[src/sv/prefix_varint_stream_decoder_unit_assert.svh]
// Assertion macros used by the decoder's top-level RTL file.
`ifndef PREFIX_VARINT_STREAM_DECODER_UNIT_ASSERT_SVH
`define PREFIX_VARINT_STREAM_DECODER_UNIT_ASSERT_SVH

// Checks that the condition holds in the same cycle as the trigger.
`define PVD_ASSERT_NOW(label, clk, rst_n, trig, cond, msg) \
    label: assert property (@(posedge clk) disable iff (!rst_n) (trig) |-> (cond)) \
        else $error(msg);

// Checks that the condition holds in the cycle after the trigger.
`define PVD_ASSERT_NEXT(label, clk, rst_n, trig, cond, msg) \
    label: assert property (@(posedge clk) disable iff (!rst_n) (trig) |=> (cond)) \
        else $error(msg);

`endif

[src/sv/pvd_pkg.sv]
// Types, codes and constants of the prefix varint stream decoder.
package pvd_pkg;

    typedef enum logic [2:0] {
        KIND_SHORT,
        KIND_U32,
        KIND_U64,
        KIND_ZZ64,
        KIND_FIX1,
        KIND_FIX2,
        KIND_FIX4,
        KIND_FIX8
    } t_kind;

    typedef enum logic [1:0] {
        STAT_OK,
        STAT_BAD_HDR,
        STAT_TRUNC
    } t_status;

    localparam logic [7:0] C_HDR_ONE  = 8'h80;
    localparam logic [7:0] C_HDR_TWO  = 8'hc0;
    localparam logic [7:0] C_HDR_FULL = 8'hff;
    localparam logic [7:0] C_LOW6     = 8'h3f;
    localparam logic [7:0] C_LOW7     = 8'h7f;
    localparam logic [3:0] C_U32_MAX  = 4'd3;
    localparam logic [3:0] C_U32_NEED = 4'd4;

    typedef struct packed {
        logic [7:0] data_byte;
        logic [2:0] req_type;
        logic       end_of_data;
    } t_in_item;

    typedef struct packed {
        logic [63:0] value;
        logic [1:0]  status;
        logic [2:0]  kind_done;
    } t_out_item;

    typedef struct packed {
        logic        busy;
        logic [2:0]  kind;
        logic [3:0]  bytes_left;
        logic [2:0]  fixed_shift;
        logic [63:0] acc;
    } t_state;

    typedef struct packed {
        logic      valid;
        t_out_item item;
    } t_result;

endpackage

[src/sv/pvd_if.sv]
// Handshake channels of the decoder: byte input and decoded value output.
interface pvd_in_if;
    logic       valid;
    logic       ready;
    logic [7:0] data_byte;
    logic [2:0] req_type;
    logic       end_of_data;

    modport source (output valid, output data_byte, output req_type, output end_of_data,
                    input ready);
    modport sink (input valid, input data_byte, input req_type, input end_of_data,
                  output ready);
endinterface

interface pvd_out_if;
    logic        valid;
    logic        ready;
    logic [63:0] value;
    logic [1:0]  status;
    logic [2:0]  kind_done;

    modport source (output valid, output value, output status, output kind_done,
                    input ready);
    modport sink (input valid, input value, input status, input kind_done,
                  output ready);
endinterface

[src/sv/pvd_step.sv]
// Next-state and result logic for one input byte of the decoder.
module pvd_step (
    input  pvd_pkg::t_state   i_state,
    input  pvd_pkg::t_in_item i_item,
    output pvd_pkg::t_state   o_state_n,
    output pvd_pkg::t_result  o_res
);

    function automatic logic [3:0] f_lead_ones(input logic [7:0] b);
        logic [3:0] n;
        logic       run;
        n   = 4'd0;
        run = 1'b1;
        for (int i = 7; i >= 0; i--) begin
            if (run && b[i]) begin
                n = n + 4'd1;
            end else begin
                run = 1'b0;
            end
        end
        return n;
    endfunction

    function automatic logic [63:0] f_finish(input logic [2:0] kind, input logic [63:0] acc);
        logic [63:0] v;
        if (kind == pvd_pkg::KIND_SHORT) begin
            v = {{48{acc[15]}}, acc[15:0]};
        end else if (kind == pvd_pkg::KIND_ZZ64) begin
            v = (acc >> 1) ^ {64{acc[0]}};
        end else begin
            v = acc;
        end
        return v;
    endfunction

    always_comb begin
        pvd_pkg::t_kind rt;
        logic [7:0]     b;
        logic [3:0]     lead;
        logic [3:0]     need;
        logic [63:0]    acc;
        logic           bad;
        logic [3:0]     left;

        b    = i_item.data_byte;
        rt   = pvd_pkg::t_kind'(i_item.req_type);
        lead = f_lead_ones(b);
        need = 4'd0;
        acc  = 64'd0;
        bad  = 1'b0;
        left = i_state.bytes_left - 4'd1;

        o_state_n            = i_state;
        o_res.valid          = 1'b0;
        o_res.item.value     = 64'd0;
        o_res.item.status    = pvd_pkg::STAT_OK;
        o_res.item.kind_done = i_state.kind;

        if (!i_state.busy) begin
            o_state_n.kind        = i_item.req_type;
            o_state_n.fixed_shift = 3'd0;
            o_res.item.kind_done  = i_item.req_type;
            unique case (rt)
                pvd_pkg::KIND_SHORT: begin
                    if (b < pvd_pkg::C_HDR_ONE) begin
                        acc = {56'd0, b};
                    end else if (b < pvd_pkg::C_HDR_TWO) begin
                        acc  = {56'd0, b & pvd_pkg::C_LOW6};
                        need = 4'd1;
                    end else if (b == pvd_pkg::C_HDR_FULL) begin
                        need = 4'd2;
                    end else begin
                        bad = 1'b1;
                    end
                end
                pvd_pkg::KIND_U32: begin
                    if (lead <= pvd_pkg::C_U32_MAX) begin
                        need = lead;
                        acc  = {56'd0, b & (pvd_pkg::C_LOW7 >> lead)};
                    end else begin
                        need = pvd_pkg::C_U32_NEED;
                    end
                end
                pvd_pkg::KIND_U64, pvd_pkg::KIND_ZZ64: begin
                    need = lead;
                    acc  = {56'd0, b & (pvd_pkg::C_LOW7 >> lead)};
                end
                default: begin
                    acc                   = {56'd0, b};
                    o_state_n.fixed_shift = 3'd1;
                    need                  = (4'd1 << i_item.req_type[1:0]) - 4'd1;
                end
            endcase

            if (bad || need == 4'd0 || i_item.end_of_data) begin
                o_res.valid = 1'b1;
                priority if (bad) begin
                    o_res.item.status = pvd_pkg::STAT_BAD_HDR;
                end else if (need == 4'd0) begin
                    o_res.item.value = f_finish(i_item.req_type, acc);
                end else begin
                    o_res.item.status = pvd_pkg::STAT_TRUNC;
                end
                o_state_n.busy        = 1'b0;
                o_state_n.bytes_left  = 4'd0;
                o_state_n.fixed_shift = 3'd0;
                o_state_n.acc         = 64'd0;
            end else begin
                o_state_n.busy       = 1'b1;
                o_state_n.bytes_left = need;
                o_state_n.acc        = acc;
            end
        end else begin
            if (i_state.kind[2]) begin
                acc = i_state.acc | ({56'd0, b} << {i_state.fixed_shift, 3'b000});
                o_state_n.fixed_shift = i_state.fixed_shift + 3'd1;
            end else begin
                acc = {i_state.acc[55:0], b};
            end
            o_state_n.bytes_left = left;
            o_state_n.acc        = acc;

            if (left == 4'd0 || i_item.end_of_data) begin
                o_res.valid = 1'b1;
                if (left == 4'd0) begin
                    o_res.item.value = f_finish(i_state.kind, acc);
                end else begin
                    o_res.item.status = pvd_pkg::STAT_TRUNC;
                end
                o_state_n.busy        = 1'b0;
                o_state_n.bytes_left  = 4'd0;
                o_state_n.fixed_shift = 3'd0;
                o_state_n.acc         = 64'd0;
            end
        end
    end

endmodule

[src/sv/prefix_varint_stream_decoder_unit.sv]
// Top level of the prefix varint stream decoder.
//
// Channel  | Direction | Payload                               | Transfer
// i_in     | in        | data_byte[8] req_type[3] end_of_data[1] | valid && ready
// o_out    | out       | value[64] status[2] kind_done[3]      | valid && ready
//
// One byte is taken per cycle unless a result waits on a stalled output.
// A result passes through the input register, then through the byte step
// logic into the result register.
// Reset clears the decode state and both valid flags.
// A stalled output holds its result; bytes that complete nothing keep moving,
// and the next result-producing byte waits in the input register.
`include "prefix_varint_stream_decoder_unit_assert.svh"

module prefix_varint_stream_decoder_unit (
    input  logic             i_clk,
    input  logic             i_rst_n,
    pvd_in_if.sink           i_in,
    pvd_out_if.source        o_out
);

    logic               r_s1_valid;
    pvd_pkg::t_in_item  r_s1_item;
    pvd_pkg::t_state    r_state;
    pvd_pkg::t_state    n_state;
    pvd_pkg::t_result   w_res;
    logic               r_out_valid;
    pvd_pkg::t_out_item r_out_item;
    logic               w_out_free;
    logic               w_consume;

    pvd_step u_step (
        .i_state   (r_state),
        .i_item    (r_s1_item),
        .o_state_n (n_state),
        .o_res     (w_res)
    );

    assign w_out_free = !r_out_valid || o_out.ready;
    assign w_consume  = r_s1_valid && (!w_res.valid || w_out_free);
    assign i_in.ready = !r_s1_valid || w_consume;

    always_ff @(posedge i_clk) begin
        if (!i_rst_n) begin
            r_s1_valid  <= 1'b0;
            r_out_valid <= 1'b0;
            r_state     <= '0;
        end else begin
            if (i_in.ready) begin
                r_s1_valid <= i_in.valid;
            end
            if (w_consume) begin
                r_state <= n_state;
            end
            if (w_consume && w_res.valid) begin
                r_out_valid <= 1'b1;
            end else if (o_out.ready) begin
                r_out_valid <= 1'b0;
            end
        end
    end

    always_ff @(posedge i_clk) begin
        if (i_in.ready && i_in.valid) begin
            r_s1_item.data_byte   <= i_in.data_byte;
            r_s1_item.req_type    <= i_in.req_type;
            r_s1_item.end_of_data <= i_in.end_of_data;
        end
        if (w_consume && w_res.valid) begin
            r_out_item <= w_res.item;
        end
    end

    assign o_out.valid     = r_out_valid;
    assign o_out.value     = r_out_item.value;
    assign o_out.status    = r_out_item.status;
    assign o_out.kind_done = r_out_item.kind_done;

    `PVD_ASSERT_NEXT(a_idle_after_result, i_clk, i_rst_n, w_consume && w_res.valid, !r_state.busy, "decoder still busy after a result")
    `PVD_ASSERT_NOW(a_busy_has_bytes, i_clk, i_rst_n, r_state.busy, r_state.bytes_left != 4'd0, "busy with no bytes left")
    `PVD_ASSERT_NOW(a_error_value_zero, i_clk, i_rst_n, r_out_valid && r_out_item.status != pvd_pkg::STAT_OK, r_out_item.value == 64'd0, "error result with nonzero value")
    `PVD_ASSERT_NOW(a_fixed_shift_set, i_clk, i_rst_n, r_state.busy && r_state.kind[2], r_state.fixed_shift != 3'd0, "fixed read busy with zero byte index")

endmodule
[src/flat_wrapper.sv]
// flat-port wrapper written by rule: the top's interface ports become plain ports
module prefix_varint_stream_decoder_unit_flat 
  (i_clk, i_rst_n, i_in_valid, i_in_data_byte, i_in_req_type, i_in_end_of_data, i_in_ready, o_out_valid, o_out_value, o_out_status, o_out_kind_done, o_out_ready);
  pvd_in_if i_in_i ();
  pvd_out_if o_out_i ();
  input  logic i_clk;
  input  logic i_rst_n;
  input wire logic [$bits(i_in_i.valid)-1:0] i_in_valid;
  input wire logic [$bits(i_in_i.data_byte)-1:0] i_in_data_byte;
  input wire logic [$bits(i_in_i.req_type)-1:0] i_in_req_type;
  input wire logic [$bits(i_in_i.end_of_data)-1:0] i_in_end_of_data;
  output wire logic [$bits(i_in_i.ready)-1:0] i_in_ready;
  output wire logic [$bits(o_out_i.valid)-1:0] o_out_valid;
  output wire logic [$bits(o_out_i.value)-1:0] o_out_value;
  output wire logic [$bits(o_out_i.status)-1:0] o_out_status;
  output wire logic [$bits(o_out_i.kind_done)-1:0] o_out_kind_done;
  input wire logic [$bits(o_out_i.ready)-1:0] o_out_ready;
  assign i_in_i.valid = i_in_valid;
  assign i_in_i.data_byte = i_in_data_byte;
  assign i_in_i.req_type = i_in_req_type;
  assign i_in_i.end_of_data = i_in_end_of_data;
  assign i_in_ready = i_in_i.ready;
  assign o_out_valid = o_out_i.valid;
  assign o_out_value = o_out_i.value;
  assign o_out_status = o_out_i.status;
  assign o_out_kind_done = o_out_i.kind_done;
  assign o_out_i.ready = o_out_ready;
  prefix_varint_stream_decoder_unit u_core (.i_clk(i_clk), .i_rst_n(i_rst_n), .i_in(i_in_i), .o_out(o_out_i));
endmodule
[config.mk]
export PLATFORM = sky130hd
export DESIGN_NAME = prefix_varint_stream_decoder_unit_flat
export DESIGN_NICKNAME = d
export VERILOG_FILES = /design/src/sv/pvd_pkg.sv /design/src/sv/pvd_if.sv /design/src/sv/pvd_step.sv /design/src/sv/prefix_varint_stream_decoder_unit.sv /design/src/flat_wrapper.sv
export VERILOG_INCLUDE_DIRS = /design/src /design/src/sv
export SDC_FILE = /design/constraint.sdc
export NUM_CORES = 1
export LEC_CHECK = 0
export BUFFER_PORTS_ARGS = -buffer_cell sky130_fd_sc_hd__clkbuf_2
export CAP_MARGIN = 5
export CORE_ASPECT_RATIO = 1.4
export CORE_MARGIN = 4
export CORE_UTILIZATION = 54
export DETAILED_ROUTE_END_ITERATION = 16
export GPL_ROUTABILITY_DRIVEN = 0
export GPL_TIMING_DRIVEN = 0
export PLACE_DENSITY_LB_ADDON = 0.2
export REMOVE_ABC_BUFFERS = 1
export SLEW_MARGIN = 30
export SYNTH_ARGS = -nofsm -noshare
export SYNTH_HDL_FRONTEND = slang
export SYNTH_SLANG_ARGS = --single-unit
[constraint.sdc]
create_clock -name i_clk -period 8.8 [get_ports i_clk]
set_clock_uncertainty 0.2 [all_clocks]
set_input_delay 1.32 -clock i_clk [delete_from_list [all_inputs] [get_ports i_clk]]
set_output_delay 1.32 -clock i_clk [all_outputs]
set_load 0.02 [all_outputs]
==> reports/qor.csv, run 1 <==
metric,value,unit
status,"finished, final reports clean",
dpl_cell_area,10000,um^2
required,7280,ps
rsz0062_at_grt,false,
clockBufferDepth,2,
startpoint,u_core.r_s1_item[9],
hold_buffers,0,
async_reset_ff_share,0,%
arrival,5820,ps
slew_headroom,34.1,%
synth_edf_count,81,
hold_viol_final,0,
num_rows,56,
avgSynthCellArea,8.42,um^2
fin_area,10600,um^2
first_pass_iters,5,
htree_num_levels,4,
finalSetupViolCount,0,
synth_area,9280,um^2
grt_pass1_wl,41000,um
viasPerCell,6.32,
r2r_slack,1750,ps
netlist-cell-type-count,69,
power.density,190,nW/um^2
final_net_count,1165,
setup_slack,1460,ps
post-dp-hpwl,17200,um
power.total,2.02,mW
crit_end,i_in_ready,
seq_area_frac_synth,42.8,%
slew_viol_final,0,
detail-route-antenna-nets,0,
drc_errors,0,
initial_core_util,55.2,%
synth_cells,1102,
io_pins,87,
min_period_over_period,83.4,%
leakagePower,3.84,nW
grt_pass1_vias,7994,
cts_setup_buffers,0,
dp_slack,1950,ps
critPathKind,flop to primary output,
vias,8580,
cts_tree,done,
hp-class,flop to flop,
worstSetupEndpointType,primary output,
finalWirelength,25600,um
rr_worst_depth,22,
cts_buffers,17,
cts-root-buf,clkbuf_16,
fmax,0.136,GHz
antenna_found_initial,0,
yosys_warnings,0,
final_layout_size_suffix_gt1_share,15.7,%
fill_cells,1465,
r2r-start,u_core.r_s1_item[9],
clkLatencyLatePin,430,ps
grt-ovfl-total,0,
fin_crit,7340,ps
die_area,19400,um^2
drv_cap,0,
synth.largest_area_cell,edfxtp_1,
grt_usage,26.1,%
post_cts_resized,0,
grt_max_degree,57,
ys_top_cells_by_area,"edfxtp_1 26%, dfxtp_1 17%, a21oi_1 10%",
cts.clk_slew.worst_paths,60,ps
irDropWorstVdd,0.119,mV
wl_per_cell,18.8,um
crit_path_max_fanout,15,
port_buffers,86,
die_y,163,um
antenna_cells,0,
area_growth_syn_to_layout,14.5,%
drtIter0Drc,892,
regToRegEndpoint,u_core.o_out.value[58],
synth_flop_cell,edfxtp_1,
synth_top_area_share,26.2,%
cts_sinks,158,
tightest_slew,986,ps
crit_path_start_kind,flop,
core_area,16800,um^2
dieWidth,119,um
ys_seq_elements,158,
[final cells by class]
cell class	count	area [um^2]	area share [%]
Clock buffer	22	454	4.27
Clock inverter	10	163	1.53
Inverter	12	45.0	0.424
Multi-Input combinational cell	831	4910	46.2
Sequential cell	158	3980	37.4
Tap cell	203	254	2.39
Timing Repair Buffer	122	830	7.80
[power breakdown]
part,switching (mW),leakage (nW),internal [mW]
logic,0.245,2.09,0.144
registers,0.0382,1.46,0.809
clock network,0.300,0.295,0.483
[through the flow]
stage               utilization [%]  hold slack [ps]  TNS (ps)  instances
floorplan                         -              248    -80710       1001
global placement               56.7              253   -570090       1290
detailed placement             59.5              259         0       1326
CTS                            63.2              266         0       1358
global route                   63.2              287         0       1358
finish                         63.2              270         0       1358
[cells in the final DEF, fill, tap and decap left out, types with 15 or more instances in the layout]
cell	count
a21oi_1	190
nor2_1	187
clkbuf_2	86
edfxtp_1	81
dfxtp_1	76
o21ai_0	71
xnor2_1	63
o31ai_1	57
nand3_1	54
nand2_1	32
clkbuf_16	17
buf_4	17
a32o_1	15
[cells by family (layout without fill, tap and decap cells)]
group,Yosys count,count (layout),share of synthesized area [%]
AOI/OAI and AO/OA,407,407,26.9
xor gates and xnor gates,73,73,6.89
adders and majority gates,7,7,0.943
buffers and inverters,113,166,5.16
DFF,158,158,42.8
muxes,7,7,0.795
and+or+nand+nor,337,337,16.5
[state kept, by name, indices dropped and copies added, names as in the netlist]
name                    count
u_core.r_s1_valid           1
u_core.r_state             75
u_core.o_out.valid          1
u_core.o_out.status         2
u_core.o_out.value         64
u_core.o_out.kind_done      3
u_core.r_s1_item           12
[layer usage]
metal | global-route usage [%] | share of wire (%) | vias to the layer above
met4 | 12.4 | 3.8 | 0
li1 | - | - | 4094
met2 | 45.1 | 51 | 365
met5 | 0 | 0 | -
met1 | 31.7 | 39 | 4050
met3 | 4.43 | 6.5 | 71
[how the worst min path moves through the flow]
stage	depth (start not counted)	end	from	slack, ps
finish	2	u_core.r_state[62]	u_core.r_state[62]	270
global route	2	u_core.r_state[58]	u_core.r_state[58]	290
CTS	2	u_core.r_state[62]	u_core.r_state[62]	270
detailed placement	2	u_core.r_state[62]	u_core.r_state[62]	260
global placement	2	u_core.r_state[56]	u_core.r_state[56]	250
floorplan	2	u_core.r_state[56]	u_core.r_state[56]	250
[cells in the mapped netlist (all sizes together) (3+ instances only)]
library cell and number:
a32o 15, xor2 10, nand4 3, o21ai 75, buf 33, or2 4, a21boi 3, o2bb2ai 4
nand2b 4, a211oi 5, nor2 189, inv 10, a41oi 5, and3 4, nor3 8, and2 10
a22oi 10, o22ai 6, mux2 3, nor3b 5, clkbuf 68, nand2 36, xnor2 63, edfxtp 81
a21oi 193, o2111ai 4, o31ai 58, a31oi 6, ha 7, nand3 55, nand3b 5, mux2i 4
dfxtp 77, a22o 3, and3b 3
[worst max-delay path: stages (launching register included)]
cell	delay (ps)
edfxtp_1	720
nand2b_1	310
and2_1	220
ha_1	370
nor2_1	180
nor2_1	70
ha_1	280
nor2_1	170
o2111ai_1	240
a31oi_1	330
ha_1	270
mux2_1	290
nand2_1	80
a31oi_1	270
a22oi_1	290
a21oi_2	110
o21a_1	370
or4b_1	620
clkbuf_2	180
Note: power is estimated with default switching activity, not from simulation.
==> run 2: changes to the inputs <==
==> constraint.sdc (replaced) <==
create_clock -name i_clk -period 6.4 [get_ports i_clk]
set_clock_uncertainty 0.2 [all_clocks]
set_input_delay 0.96 -clock i_clk [delete_from_list [all_inputs] [get_ports i_clk]]
set_output_delay 0.96 -clock i_clk [all_outputs]
set_load 0.02 [all_outputs]
==> reports/qor.csv, run 2 (synthesis results as in run 1) <==
metric,value,unit,change
cts.clk_slew.worst_paths,60,ps,about the same
crit_path_start_kind,flop,,unchanged
viasPerCell,6.34,,was 6.32
critPathKind,flop to primary output,,unchanged
min_period_over_period,97.7,%,
final_layout_size_suffix_gt1_share,17.0,%,was 15.7%
cts-root-buf,clkbuf_16,,unchanged
path_common_cell,ha_1,,
rr_worst_depth,22,,unchanged
cts_tree,done,,unchanged
dp_slack,-447,ps,was 1950 ps
power.density,259,nW/um^2,was 190 nW/um^2
setup_slack,149,ps,was 1460 ps
slew_headroom,34.0,%,was 34.1%
htree_num_levels,4,,unchanged
drv_cap,0,,unchanged
grt_usage,26.7,%,was 26.1%
dpl_cell_area,10000,um^2,unchanged
crit_end,i_in_ready,,unchanged
first_pass_iters,6,,was 5
cp.depth,18,,unchanged
largest-register,u_core.r_state,,unchanged
port_buffers,86,,unchanged
die_y,163,um,unchanged
startpoint,u_core.r_s1_item[9],,unchanged
hold_ws,269,ps,was 270 ps
final_net_count,1177,,was 1165
worstSetupEndpointType,primary output,,unchanged
path_cells,nand2b_1 > and2_1 > ha_1 > nor2_1 > nor2_1 > ha_1 > nor2_2 > a32oi_1 > a31oi_1 > ha_1 > mux2_1 > nand2_1 > nand4_1 > a32oi_2 > o41ai_4 > o21a_4 > or4b_1 > clkbuf_2,,was nand2b_1 > and2_1 > ha_1 > nor2_1 > nor2_1 > ha_1 > nor2_1 > o2111ai_1 > a31oi_1 > ha_1 > mux2_1 > nand2_1 > a31oi_1 > a22oi_1 > a21oi_2 > o21a_1 > or4b_1 > clkbuf_2
tightest_slew,988,ps,was 986 ps
cts_sinks,158,,unchanged
wl_per_cell,19.3,um,was 18.8 um
slew_viol_final,0,,unchanged
cp_slowest_cell,or4b_1,,was edfxtp_1
largest_reg_flops,75,,unchanged
crit_buf_inv,1,,unchanged
grt_pass1_wl,41700,um,was 41000 um
status,"finished, final reports clean",,unchanged
io_pins,87,,unchanged
grt-ovfl-total,0,,unchanged
core_area,16800,um^2,unchanged
final_cell_mix,"190 x a21oi_1, 186 x nor2_1, 86 x clkbuf_2",,"was 190 x a21oi_1, 187 x nor2_1, 86 x clkbuf_2"
drc_errors,0,,unchanged
vias,8691,,was 8580
die_area,19400,um^2,unchanged
multi_input_area,4960,um^2,was 4910 um^2
crit_path_max_fanout,11,,was 15
hold_buffers,0,,unchanged
rsz0062_at_grt,false,,unchanged
clkLatencyLatePin,430,ps,about the same
drtIter0Drc,1008,,was 892
finalSetupViolCount,0,,unchanged
r2r-start,u_core.r_s1_item[9],,unchanged
leakagePower,3.90,nW,was 3.84 nW
grt_pass1_vias,8076,,was 7994
fin_area,10800,um^2,was 10600 um^2
grt_max_degree,55,,was 57
cpPeakStageDelay,580,ps,was 720 ps
post-dp-hpwl,17200,um,unchanged
regArea,3980,um^2,unchanged
antenna_cells,0,,unchanged
finalWirelength,26500,um,was 25600 um
hold_viol_final,0,,unchanged
clockBufferDepth,2,,unchanged
arrival,5090,ps,was 5820 ps
hp-class,flop to flop,,unchanged
required,5240,ps,was 7280 ps
area_growth_syn_to_layout,16.0,%,was 14.5%
regToRegEndpoint,u_core.o_out.value[58],,unchanged
detail-route-antenna-nets,0,,unchanged
worstHoldStart,u_core.r_state[62],,unchanged
cts_buffers,17,,unchanged
fmax,0.160,GHz,
num_rows,56,,unchanged
fin_crit,6250,ps,
final_common_cell,a21oi_1,,unchanged
fill_cells,1448,,was 1465
initial_core_util,55.2,%,unchanged
dieWidth,119,um,unchanged
irDropWorstVdd,0.171,mV,was 0.119 mV
antenna_found_initial,0,,unchanged
crit_family,simple AND/OR/NAND/NOR gates,,unchanged
r2r_slack,230,ps,was 1750 ps
[run 2: cell type report]
class / count / share of cell area [%]
tap: 203 / 2.36
inverter: 12 / 0.418
clock inverter: 10 / 1.51
timing repair buffer: 133 / 8.47
sequential: 158 / 36.9
clock buffer: 22 / 4.22
multi-input combinational: 832 / 46.1
[run 2: routing by layer]
| layer | vias to the layer above | GRT usage, % | wire length [um] | share of wire, % |
|---|---|---|---|---|
| li1 | 4115 | - | - | - |
| met3 | 84 | 4.95 | 1800 | 6.8 |
| met2 | 383 | 45.7 | 13300 | 50 |
| met4 | 0 | 12.9 | 1090 | 4.1 |
| met5 | - | 0 | 0 | 0 |
| met1 | 4109 | 32.3 | 10300 | 39 |
[run 2: how the worst min path moves through the flow]
stage                     cells past startpoint  slack [ps]                 end
after floorplan                               2         250  u_core.r_state[56]
after detailed placement                      2         260  u_core.r_state[62]
after CTS                                     2         270  u_core.r_state[62]
after global placement                        2         250  u_core.r_state[56]
after global routing                          2         290  u_core.r_state[58]
final                                         2         270  u_core.r_state[62]
[run 2: stage by stage]
step                instances  power, mW  setup TNS [ps]  util [%]
global route             1370       2.90               0      64.0
floorplan                1001       1.55         -397990         -
global placement         1290       1.69        -1027950      56.7
detailed placement       1326       1.71          -12530      59.5
finish                   1370       2.79               0      64.0
CTS                      1366       2.78               0      63.5
[run 2: power by group]
part	switching [mW]	internal (mW)	total (mW)
combinational	0.353	0.205	0.558
sequential	0.0453	1.11	1.16
clock	0.414	0.664	1.08
total	0.812	1.98	2.79
[run 2: worst min-delay path: cells and delay by family (launching register included)]
kind	cells	cell delay, ps
AND/OR/NAND/NOR	1	60
flip-flops	1	310
AO/OA/AOI/OAI	1	60
[run 2: repair_timing]
action / CTS / global route
setup buffers: 7 / 4
pin swaps: 0 / 2
endpoints found under the hold margin: 0 / 0
gates resized for setup: 1 / 8
cloned: 1 / 0
endpoints found under the setup margin: 66 / 35
